--- src/rtl/core/klex_pkg.sv ---
package klex_pkg;

  localparam int unsigned CHAR_W    = 8;
  localparam int unsigned NUM_W     = 31;
  localparam int unsigned CHARS_W   = 64;
  localparam int unsigned LEN_W     = 4;
  localparam int unsigned KIND_W    = 4;
  localparam int unsigned HOLD_MAX  = 8;
  localparam int unsigned MAX_IDENT_CHARS_DEFAULT = 8;

  localparam logic [NUM_W-1:0] NUM_MAX = {NUM_W{1'b1}};

  typedef enum logic [KIND_W-1:0] {
    TOK_END     = 4'd0,
    TOK_KW_IF   = 4'd1,
    TOK_KW_THEN = 4'd2,
    TOK_KW_ELSE = 4'd3,
    TOK_KW_FOR  = 4'd4,
    TOK_KW_IN   = 4'd5,
    TOK_IDENT   = 4'd6,
    TOK_NUMBER  = 4'd7,
    TOK_OPER    = 4'd8,
    TOK_ASSIGN  = 4'd9,
    TOK_SYMBOL  = 4'd10
  } tok_kind_t;

  // Keywords packed first character in the low byte
  localparam logic [CHARS_W-1:0] KW_IF   = 64'h0000_0000_0000_6669;
  localparam logic [CHARS_W-1:0] KW_THEN = 64'h0000_0000_6e65_6874;
  localparam logic [CHARS_W-1:0] KW_ELSE = 64'h0000_0000_6573_6c65;
  localparam logic [CHARS_W-1:0] KW_FOR  = 64'h0000_0000_0072_6f66;
  localparam logic [CHARS_W-1:0] KW_IN   = 64'h0000_0000_0000_6e69;

  localparam logic [CHAR_W-1:0] CH_PLUS   = 8'h2b;
  localparam logic [CHAR_W-1:0] CH_MINUS  = 8'h2d;
  localparam logic [CHAR_W-1:0] CH_EQUALS = 8'h3d;

  typedef struct packed {
    tok_kind_t          token_kind;
    logic [NUM_W-1:0]   number_value;
    logic [CHAR_W-1:0]  symbol;
    logic [CHARS_W-1:0] ident_chars;
    logic [LEN_W-1:0]   ident_length;
    logic               overflow;
    logic               last;
  } result_t;

endpackage

--- src/rtl/core/klex_char_if.sv ---
interface klex_char_if;
  logic                         valid;
  logic                         ready;
  logic [klex_pkg::CHAR_W-1:0]  char_code;
  logic                         end_of_input;

  modport source (output valid, output char_code, output end_of_input, input ready);
  modport sink   (input valid, input char_code, input end_of_input, output ready);
endinterface

--- src/rtl/core/klex_token_if.sv ---
interface klex_token_if;
  logic                          valid;
  logic                          ready;
  logic [klex_pkg::KIND_W-1:0]   token_kind;
  logic [klex_pkg::NUM_W-1:0]    number_value;
  logic [klex_pkg::CHAR_W-1:0]   symbol;
  logic [klex_pkg::CHARS_W-1:0]  ident_chars;
  logic [klex_pkg::LEN_W-1:0]    ident_length;
  logic                          overflow;
  logic                          last;

  modport source (output valid, output token_kind, output number_value, output symbol,
                  output ident_chars, output ident_length, output overflow,
                  output last, input ready);
  modport sink   (input valid, input token_kind, input number_value, input symbol,
                  input ident_chars, input ident_length, input overflow,
                  input last, output ready);
endinterface

--- src/rtl/core/keyword_identifier_number_lexer.sv ---
// Byte-stream lexer: takes one ASCII byte (or an end-of-input mark) per transfer on
// char_in and gives tokens on token_out: keywords if/then/else/for/in, identifiers
// (first MAX_IDENT_CHARS characters, overflow when longer), saturating decimal numbers,
// operator '+'/'-', assign '=', any other non-blank byte as a symbol, and an end token.
// Identifier and number tokens leave only when the byte after them arrives, so a
// byte may cause zero, one or two tokens; 'last' flags the final token of each byte.
// Rate: one byte per clock cycle while the result queue has room. Each byte is
// classified and the run state updated in the cycle it is taken; its tokens are written
// to the three-entry result queue, whose head drives token_out. char_in is ready while
// that queue holds at most one token, so a byte giving two tokens stalls char_in behind
// the single token_out port; with token_out always ready that is the only stall.
module keyword_identifier_number_lexer #(
  parameter int unsigned MAX_IDENT_CHARS = klex_pkg::MAX_IDENT_CHARS_DEFAULT
) (
  input  logic                clk,
  input  logic                rst,
  klex_char_if.sink           char_in,
  klex_token_if.source        token_out
);

  localparam logic [klex_pkg::LEN_W-1:0] MAX_LEN  = klex_pkg::LEN_W'(MAX_IDENT_CHARS);
  localparam logic [klex_pkg::LEN_W-1:0] HOLD_LEN = klex_pkg::LEN_W'(klex_pkg::HOLD_MAX);
  localparam int unsigned QDEPTH = 3;

  typedef enum logic [2:0] {
    MODE_IDLE   = 3'b001,
    MODE_IDENT  = 3'b010,
    MODE_NUMBER = 3'b100
  } mode_t;

  // run state
  mode_t                           scan_mode, scan_mode_next;
  logic [klex_pkg::CHARS_W-1:0]    ident_buffer, ident_buffer_next;
  logic [klex_pkg::LEN_W-1:0]      ident_count, ident_count_next;
  logic                            ident_truncated, ident_truncated_next;
  logic [klex_pkg::NUM_W-1:0]      number_accumulator, number_accumulator_next;
  logic                            number_saturated, number_saturated_next;

  // result queue, head at entry 0
  klex_pkg::result_t               queue [QDEPTH];
  klex_pkg::result_t               queue_next [QDEPTH];
  logic [1:0]                      queue_count, queue_count_next;

  logic                            in_fire, out_fire;
  logic [klex_pkg::CHAR_W-1:0]     c;
  logic                            is_space, is_alpha, is_digit;
  logic [klex_pkg::NUM_W+3:0]      digit_sum;
  logic [klex_pkg::LEN_W-1:0]      shown;
  klex_pkg::tok_kind_t             kw_kind;
  klex_pkg::result_t               flush_tok, second_tok, res_a, res_b;
  logic                            flush_now, flush_valid, second_valid;
  logic [1:0]                      n_res;
  logic [1:0]                      base;

  assign c        = char_in.char_code;
  assign in_fire  = char_in.valid && char_in.ready;
  assign out_fire = token_out.valid && token_out.ready;

  // Hold input while the queue could not take two more tokens
  assign char_in.ready = (queue_count < 2'd2);

  assign is_space = (c == 8'd32) || (c >= 8'd9 && c <= 8'd13);
  assign is_alpha = (c >= 8'd65 && c <= 8'd90) || (c >= 8'd97 && c <= 8'd122);
  assign is_digit = (c >= 8'd48 && c <= 8'd57);

  // acc * 10 + digit; a digit byte's value is its low nibble
  assign digit_sum = {1'b0, number_accumulator, 3'b000}
                   + {3'b000, number_accumulator, 1'b0}
                   + (klex_pkg::NUM_W+4)'(c[3:0]);

  // Keyword match on the full held word; a truncated run is never a keyword
  always_comb begin
    kw_kind = klex_pkg::TOK_IDENT;
    if (!ident_truncated) begin
      if (ident_count == 4'd2 && ident_buffer == klex_pkg::KW_IF) begin
        kw_kind = klex_pkg::TOK_KW_IF;
      end else if (ident_count == 4'd4 && ident_buffer == klex_pkg::KW_THEN) begin
        kw_kind = klex_pkg::TOK_KW_THEN;
      end else if (ident_count == 4'd4 && ident_buffer == klex_pkg::KW_ELSE) begin
        kw_kind = klex_pkg::TOK_KW_ELSE;
      end else if (ident_count == 4'd3 && ident_buffer == klex_pkg::KW_FOR) begin
        kw_kind = klex_pkg::TOK_KW_FOR;
      end else if (ident_count == 4'd2 && ident_buffer == klex_pkg::KW_IN) begin
        kw_kind = klex_pkg::TOK_KW_IN;
      end
    end
  end

  assign shown = (ident_count > MAX_LEN) ? MAX_LEN : ident_count;

  // Token for the run in progress, if it were closed now
  always_comb begin
    flush_tok = '0;
    unique case (scan_mode)
      MODE_IDENT: begin
        flush_tok.token_kind = kw_kind;
        if (kw_kind == klex_pkg::TOK_IDENT) begin
          for (int i = 0; i < 8; i++) begin
            if (klex_pkg::LEN_W'(i) < shown) begin
              flush_tok.ident_chars[8*i +: 8] = ident_buffer[8*i +: 8];
            end
          end
          flush_tok.ident_length = shown;
          flush_tok.overflow     = ident_truncated || (ident_count > MAX_LEN);
        end
      end
      MODE_NUMBER: begin
        flush_tok.token_kind   = klex_pkg::TOK_NUMBER;
        flush_tok.number_value = number_accumulator;
        flush_tok.overflow     = number_saturated;
      end
      MODE_IDLE: begin
      end
      default: begin
      end
    endcase
  end

  // Step the run state for one byte and pick the token it causes after any flush
  always_comb begin
    scan_mode_next          = scan_mode;
    ident_buffer_next       = ident_buffer;
    ident_count_next        = ident_count;
    ident_truncated_next    = ident_truncated;
    number_accumulator_next = number_accumulator;
    number_saturated_next   = number_saturated;
    flush_now               = 1'b0;
    second_valid            = 1'b0;
    second_tok              = '0;

    if (char_in.end_of_input) begin
      flush_now = 1'b1;
      second_valid = 1'b1;
      second_tok.token_kind = klex_pkg::TOK_END;
    end else if (scan_mode == MODE_IDENT && (is_alpha || is_digit)) begin
      if (ident_count < HOLD_LEN) begin
        for (int i = 0; i < 8; i++) begin
          if (ident_count == klex_pkg::LEN_W'(i)) begin
            ident_buffer_next[8*i +: 8] = c;
          end
        end
        ident_count_next = ident_count + 4'd1;
      end else begin
        ident_truncated_next = 1'b1;
      end
    end else if (scan_mode == MODE_NUMBER && is_digit) begin
      if (digit_sum > (klex_pkg::NUM_W+4)'(klex_pkg::NUM_MAX)) begin
        number_accumulator_next = klex_pkg::NUM_MAX;
        number_saturated_next   = 1'b1;
      end else begin
        number_accumulator_next = digit_sum[klex_pkg::NUM_W-1:0];
      end
    end else begin
      flush_now = 1'b1;
      if (is_space) begin
        // skip blanks between tokens
      end else if (is_alpha) begin
        second_valid = 1'b0;
      end else if (is_digit) begin
        second_valid = 1'b0;
      end else begin
        second_valid      = 1'b1;
        second_tok.symbol = c;
        if (c == klex_pkg::CH_PLUS || c == klex_pkg::CH_MINUS) begin
          second_tok.token_kind = klex_pkg::TOK_OPER;
        end else if (c == klex_pkg::CH_EQUALS) begin
          second_tok.token_kind = klex_pkg::TOK_ASSIGN;
        end else begin
          second_tok.token_kind = klex_pkg::TOK_SYMBOL;
        end
      end
    end

    // Closing a run clears the run state; a letter or digit opens a fresh one
    if (flush_now) begin
      scan_mode_next          = MODE_IDLE;
      ident_buffer_next       = '0;
      ident_count_next        = '0;
      ident_truncated_next    = 1'b0;
      number_accumulator_next = '0;
      number_saturated_next   = 1'b0;
      if (!char_in.end_of_input && is_alpha) begin
        scan_mode_next                 = MODE_IDENT;
        ident_buffer_next[7:0]         = c;
        ident_count_next               = 4'd1;
      end else if (!char_in.end_of_input && is_digit) begin
        scan_mode_next          = MODE_NUMBER;
        number_accumulator_next = klex_pkg::NUM_W'(c[3:0]);
      end
    end
  end

  assign flush_valid = flush_now && (scan_mode != MODE_IDLE);
  assign n_res       = {1'b0, flush_valid} + {1'b0, second_valid};

  always_comb begin
    res_a      = flush_valid ? flush_tok : second_tok;
    res_a.last = !(flush_valid && second_valid);
    res_b      = second_tok;
    res_b.last = 1'b1;
  end

  // Advance the queue on an output transfer, then append this byte's tokens
  assign base = queue_count - {1'b0, out_fire};

  always_comb begin
    for (int i = 0; i < QDEPTH; i++) begin
      if (out_fire && i < QDEPTH - 1) begin
        queue_next[i] = queue[(i + 1) % QDEPTH];
      end else begin
        queue_next[i] = queue[i];
      end
      if (in_fire && n_res != 2'd0 && base == 2'(i)) begin
        queue_next[i] = res_a;
      end
      if (in_fire && n_res == 2'd2 && (base + 2'd1) == 2'(i)) begin
        queue_next[i] = res_b;
      end
    end
  end

  assign queue_count_next = base + (in_fire ? n_res : 2'd0);

  always_ff @(posedge clk) begin
    if (rst) begin
      scan_mode          <= MODE_IDLE;
      ident_buffer       <= '0;
      ident_count        <= '0;
      ident_truncated    <= 1'b0;
      number_accumulator <= '0;
      number_saturated   <= 1'b0;
      queue_count        <= '0;
    end else begin
      queue_count <= queue_count_next;
      if (in_fire) begin
        scan_mode          <= scan_mode_next;
        ident_buffer       <= ident_buffer_next;
        ident_count        <= ident_count_next;
        ident_truncated    <= ident_truncated_next;
        number_accumulator <= number_accumulator_next;
        number_saturated   <= number_saturated_next;
      end
    end
  end

  always_ff @(posedge clk) begin
    for (int i = 0; i < QDEPTH; i++) begin
      queue[i] <= queue_next[i];
    end
  end

  // Present the queue head
  assign token_out.valid        = (queue_count != 2'd0);
  assign token_out.token_kind   = queue[0].token_kind;
  assign token_out.number_value = queue[0].number_value;
  assign token_out.symbol       = queue[0].symbol;
  assign token_out.ident_chars  = queue[0].ident_chars;
  assign token_out.ident_length = queue[0].ident_length;
  assign token_out.overflow     = queue[0].overflow;
  assign token_out.last         = queue[0].last;

  // An end mark always leaves a token behind and the lexer idle
  a_end_gives_token: assert property (@(posedge clk) disable iff (rst)
    (in_fire && char_in.end_of_input) |=> (token_out.valid && scan_mode == MODE_IDLE))
    else $error("end mark did not leave a token and an idle lexer");

  // Input must be held while the queue lacks room for two tokens
  a_queue_room: assert property (@(posedge clk) disable iff (rst)
    (queue_count >= 2'd2) |-> !char_in.ready)
    else $error("input taken without room for two tokens");

  // Only number tokens carry a value
  a_number_only: assert property (@(posedge clk) disable iff (rst)
    (token_out.valid && token_out.token_kind != klex_pkg::TOK_NUMBER)
      |-> (token_out.number_value == '0))
    else $error("non-number token carries a value");

  // Identifier length never exceeds the configured limit
  a_ident_len: assert property (@(posedge clk) disable iff (rst)
    token_out.valid |-> (token_out.ident_length <= MAX_LEN))
    else $error("identifier length beyond limit");

endmodule
--- src/flat_wrapper.sv ---
// flat-port wrapper written by rule: the top's interface ports become plain ports
module keyword_identifier_number_lexer_flat 
#(
  parameter int unsigned MAX_IDENT_CHARS = klex_pkg::MAX_IDENT_CHARS_DEFAULT
)
  (clk, rst, char_in_valid, char_in_char_code, char_in_end_of_input, char_in_ready, token_out_valid, token_out_token_kind, token_out_number_value, token_out_symbol, token_out_ident_chars, token_out_ident_length, token_out_overflow, token_out_last, token_out_ready);
  klex_char_if char_in_i ();
  klex_token_if token_out_i ();
  input  logic clk;
  input  logic rst;
  input wire logic [$bits(char_in_i.valid)-1:0] char_in_valid;
  input wire logic [$bits(char_in_i.char_code)-1:0] char_in_char_code;
  input wire logic [$bits(char_in_i.end_of_input)-1:0] char_in_end_of_input;
  output wire logic [$bits(char_in_i.ready)-1:0] char_in_ready;
  output wire logic [$bits(token_out_i.valid)-1:0] token_out_valid;
  output wire logic [$bits(token_out_i.token_kind)-1:0] token_out_token_kind;
  output wire logic [$bits(token_out_i.number_value)-1:0] token_out_number_value;
  output wire logic [$bits(token_out_i.symbol)-1:0] token_out_symbol;
  output wire logic [$bits(token_out_i.ident_chars)-1:0] token_out_ident_chars;
  output wire logic [$bits(token_out_i.ident_length)-1:0] token_out_ident_length;
  output wire logic [$bits(token_out_i.overflow)-1:0] token_out_overflow;
  output wire logic [$bits(token_out_i.last)-1:0] token_out_last;
  input wire logic [$bits(token_out_i.ready)-1:0] token_out_ready;
  assign char_in_i.valid = char_in_valid;
  assign char_in_i.char_code = char_in_char_code;
  assign char_in_i.end_of_input = char_in_end_of_input;
  assign char_in_ready = char_in_i.ready;
  assign token_out_valid = token_out_i.valid;
  assign token_out_token_kind = token_out_i.token_kind;
  assign token_out_number_value = token_out_i.number_value;
  assign token_out_symbol = token_out_i.symbol;
  assign token_out_ident_chars = token_out_i.ident_chars;
  assign token_out_ident_length = token_out_i.ident_length;
  assign token_out_overflow = token_out_i.overflow;
  assign token_out_last = token_out_i.last;
  assign token_out_i.ready = token_out_ready;
  keyword_identifier_number_lexer #(.MAX_IDENT_CHARS(MAX_IDENT_CHARS)) u_core (.clk(clk), .rst(rst), .char_in(char_in_i), .token_out(token_out_i));
endmodule
--- config.mk ---
export PLATFORM = sky130hd
export DESIGN_NAME = keyword_identifier_number_lexer_flat
export DESIGN_NICKNAME = d
export VERILOG_FILES = /design/src/rtl/core/klex_pkg.sv /design/src/rtl/core/klex_char_if.sv /design/src/rtl/core/klex_token_if.sv /design/src/rtl/core/keyword_identifier_number_lexer.sv /design/src/flat_wrapper.sv
export SDC_FILE = /design/constraint.sdc
export NUM_CORES = 1
export LEC_CHECK = 0
export BUFFER_PORTS_ARGS = -buffer_cell sky130_fd_sc_hd__buf_4
export CAP_MARGIN = 25
export CORE_MARGIN = 2
export CORE_UTILIZATION = 35
export CTS_CLUSTER_DIAMETER = 200
export CTS_CLUSTER_SIZE = 25
export DETAILED_ROUTE_END_ITERATION = 16
export PLACE_DENSITY = 0.63
export SYNTH_ARGS = -nofsm -noshare
export SYNTH_HDL_FRONTEND = slang
export SYNTH_SLANG_ARGS = --single-unit
--- constraint.sdc ---
create_clock -name clk -period 4.15 [get_ports clk]
set_input_delay 0.83 -clock clk [delete_from_list [all_inputs] [get_ports clk]]
set_output_delay 0.83 -clock clk [all_outputs]
set_load 0.01 [all_outputs]
==> summary.txt <==
Fin. Hold Viols: 0
Met3 WL: 2.91 mm
Tot Pwr: 9.38 mW
Core ar.: 59100 sq um
Worst Path Required: 4.58 ns
Clock Root Buffer: clkbuf_16
Yosys cell types: 82
Slowest CP cell: dfxtp_1
Post-synthesis cell count: 2429
DR iter-0 viols: 1456
Post-layout min period: 3.98 ns
Count of final setup violators: 0
Top Metal Used: met5
Gpl congestion: 0.918
Clock tree buffer depth: 3
Post-synth net total: 2513
Max-slew violations: 0
Register bit count reported by yosys: 445
Cts bufs inserted: 21
Crit end category: register
Max_cap viols: 0
Number of port buffers: 127
Placed Instances: 3140
Fin worst setup slack: 0.170 ns
Setup Skew: 0.0178 ns
Die Area: 61900 sq um
Headroom to the max-slew limit: 33.1%
Largest stage delay on the critical path: 0.58 ns
Tcrit/Tclk final: 95.9%
Synth cell count leaders: 412 x dfxtp_1, 409 x nand2_1, 222 x nor2_1
DR vias/cell: 5.53
DP HPWL: 41.9 mm
Largest net degree at the start of global routing: 156
Clk sinks: 445
Ranking of synthesized cells by area: dfxtp_1 39%, nand2_1 7.3%, mux2i_1 5.4%, edfxtp_1 4.7%, a21oi_1 4.3%
Remaining DRCs: 0
Initial Util: 35.5%
Synth area leader: dfxtp_1
Slew @ Worst Pin: 1.00 ns
Share of cells above drive strength 1: 11.0%
Status: completed
All-Layer GR Usage: 18.5%
Die Ht: 249 um
Total global routing overflow: 0
Filler cell count: 5954
Vias in the first global route: 17000
CP Launch Type: register
Main flop type after synthesis: dfxtp_1
Met2 wire len: 29.2 mm
Critical Path AT: 4.41 ns
Fin nets: 2476
Area share of the largest cell type after synthesis: 39.3%
Fmax: 251 MHz
Worst Path Buf+Inv: 2
Top Ports: 128
Post-Syn Area: 21000 sq um
Pleak: 8.91 nW
Reg clk slew, reported paths: 0.11 ns
Routed len/inst: 18.8 um
Hold Path Class: reg -> reg
Met1 wire length: 26.1 mm
Avg Synthesized Cell Area: 8.64 sq um
DR vias: 17500
Register area share after synthesis: 44.0%
DRT Pass-1 Iters: 6
Antenna violations before repair: 3
Pre-CTS WS: -0.197 ns
Layout Cells excl Fill: 3170
Worst-path cell chain: ha_1 > ha_1 > nand2_1 > nor4_1 > nand2_1 > o2111a_1 > o21a_1 > or4b_4 > buf_4 > nor3_2 > buf_4 > a31oi_1
H-tree lvl count: 1
Setup tns final: 0 ns
RSZ-0062 raised after global routing: no
Antenna-violating nets left: 0
FF+latch area: 9240 sq um
Cell family with most CP delay: simple AND/OR/NAND/NOR gates
Worst-path maximum fanout: 10
CTS tree: built
Die W: 249 um
Global-route wire length before repair: 94.5 mm
Rows: 89
Area growth syn-to-layout: 8.49%
Yosys warns: 0
Synth async-reset ratio: 0%
Setup Buffers After CTS: 0
EDFF count, synth: 33
Footprint of the multi-input gates: 10200 sq um
PD cells: 412 nW/um^2
Peak VDD IR: 0.389 mV
Setup Crit Path Kind: reg -> reg
Worst-Skew Late Latency: 0.57 ns
Count leader, synth: dfxtp_1
Routed WL: 59.7 mm
[state kept, by name, indices dropped and copies added, names as in the netlist]
signal and cells:
u_core.queue_count 2, u_core.number_accumulator 31, u_core.scan_mode 3, u_core.ident_count 4, u_core.ident_truncated 1, u_core.ident_buffer 64, u_core.number_saturated 1, u_core.queue 339
[worst min-delay path, stage by stage (launching register included)]
cell and delay (ns):
dfxtp_1 0.34, nand2_1 0.05, o21ai_0 0.06
[metal layers]
layer  GRT usage, %  up-vias
li1               -     8450
met1           23.6     8519
met2           32.6      477
met3           2.35       82
met4           5.44        2
met5              0        -
[placed cells by master (no fill, tap or decap), types with 12 or more instances in the layout]
cell type / count
nor2_1: 218
nand4_1: 14
and3_1: 23
inv_1: 26
a21oi_1: 179
a22oi_1: 40
edfxtp_1: 33
nor3_1: 15
dfxtp_1: 410
nand2_1: 408
a32o_1: 39
a22o_1: 64
mux2i_1: 113
xor2_1: 15
a31oi_1: 96
nand3_1: 27
nor4_1: 15
buf_4: 200
clkbuf_16: 21
a211oi_1: 12
xnor2_1: 15
o2bb2ai_1: 13
nor2b_1: 12
o21ai_0: 155
ha_1: 69
[cell families (layout without fill, tap and decap cells)]
group | Yosys count | count (layout) | synth area share, %
compound gates | 683 | 683 | 21.3
xor+xnor | 30 | 30 | 1.25
fa+ha+maj | 71 | 71 | 4.31
buf+inv | 295 | 261 | 7.61
flops | 445 | 445 | 44.0
mux | 113 | 113 | 5.39
other cells | 0 | 2 | 0
simple gates | 792 | 792 | 16.1
[per-stage QoR]
stage	hold WS (ns)	utilization (%)	area, sq um
3_3_place_gp	0.437	37.4	22100
5_1_grt	0.490	38.5	22800
6_report	0.475	38.5	22800
3_5_place_dp	0.452	37.4	22100
2_1_floorplan	0.424	-	21000
4_1_cts	0.477	38.4	22700
[repair_timing]
action	CTS	global route
gates resized for setup	0	3
hold buffers	0	0
endpoints found under the hold margin	0	0
setup endpoints to repair	0	20
[final timing paths]
path                                                            startpoint                                    endpoint  slack [ns]  cells past startpoint
worst max-delay path            u_core.number_accumulator[19]$_SDFFE_PP0P_  u_core.number_accumulator[13]$_SDFFE_PP0P_        0.17                     12
worst min-delay path                     u_core.queue[0][337]$_SDFFE_PP0P_           u_core.queue[0][337]$_SDFFE_PP0P_        0.48                      2
worst max register to register  u_core.number_accumulator[19]$_SDFFE_PP0P_  u_core.number_accumulator[13]$_SDFFE_PP0P_        0.17                     12
worst min register to register           u_core.queue[0][337]$_SDFFE_PP0P_           u_core.queue[0][337]$_SDFFE_PP0P_        0.48                      2
[cell type report]
cell class / count / share of cell area (%)
antenna: 2 / 0.0220
tap: 773 / 4.25
multi-input combinational: 1689 / 44.9
clock buffer: 24 / 2.36
clock inverter: 2 / 0.0715
inverter: 27 / 0.467
sequential: 445 / 40.6
timing repair buffer: 208 / 7.37
[report_power, final]
| group | internal, mW | leakage [nW] | total, mW | switching [mW] |
|---|---|---|---|---|
| Clock | 0.930 | 0.267 | 2.30 | 1.37 |
| Sequential | 4.59 | 3.64 | 4.75 | 0.156 |
| Combinational | 0.730 | 5.01 | 2.33 | 1.60 |
| Total | 6.25 | 8.91 | 9.38 | 3.13 |
Note: power is estimated with default switching activity, not from simulation.
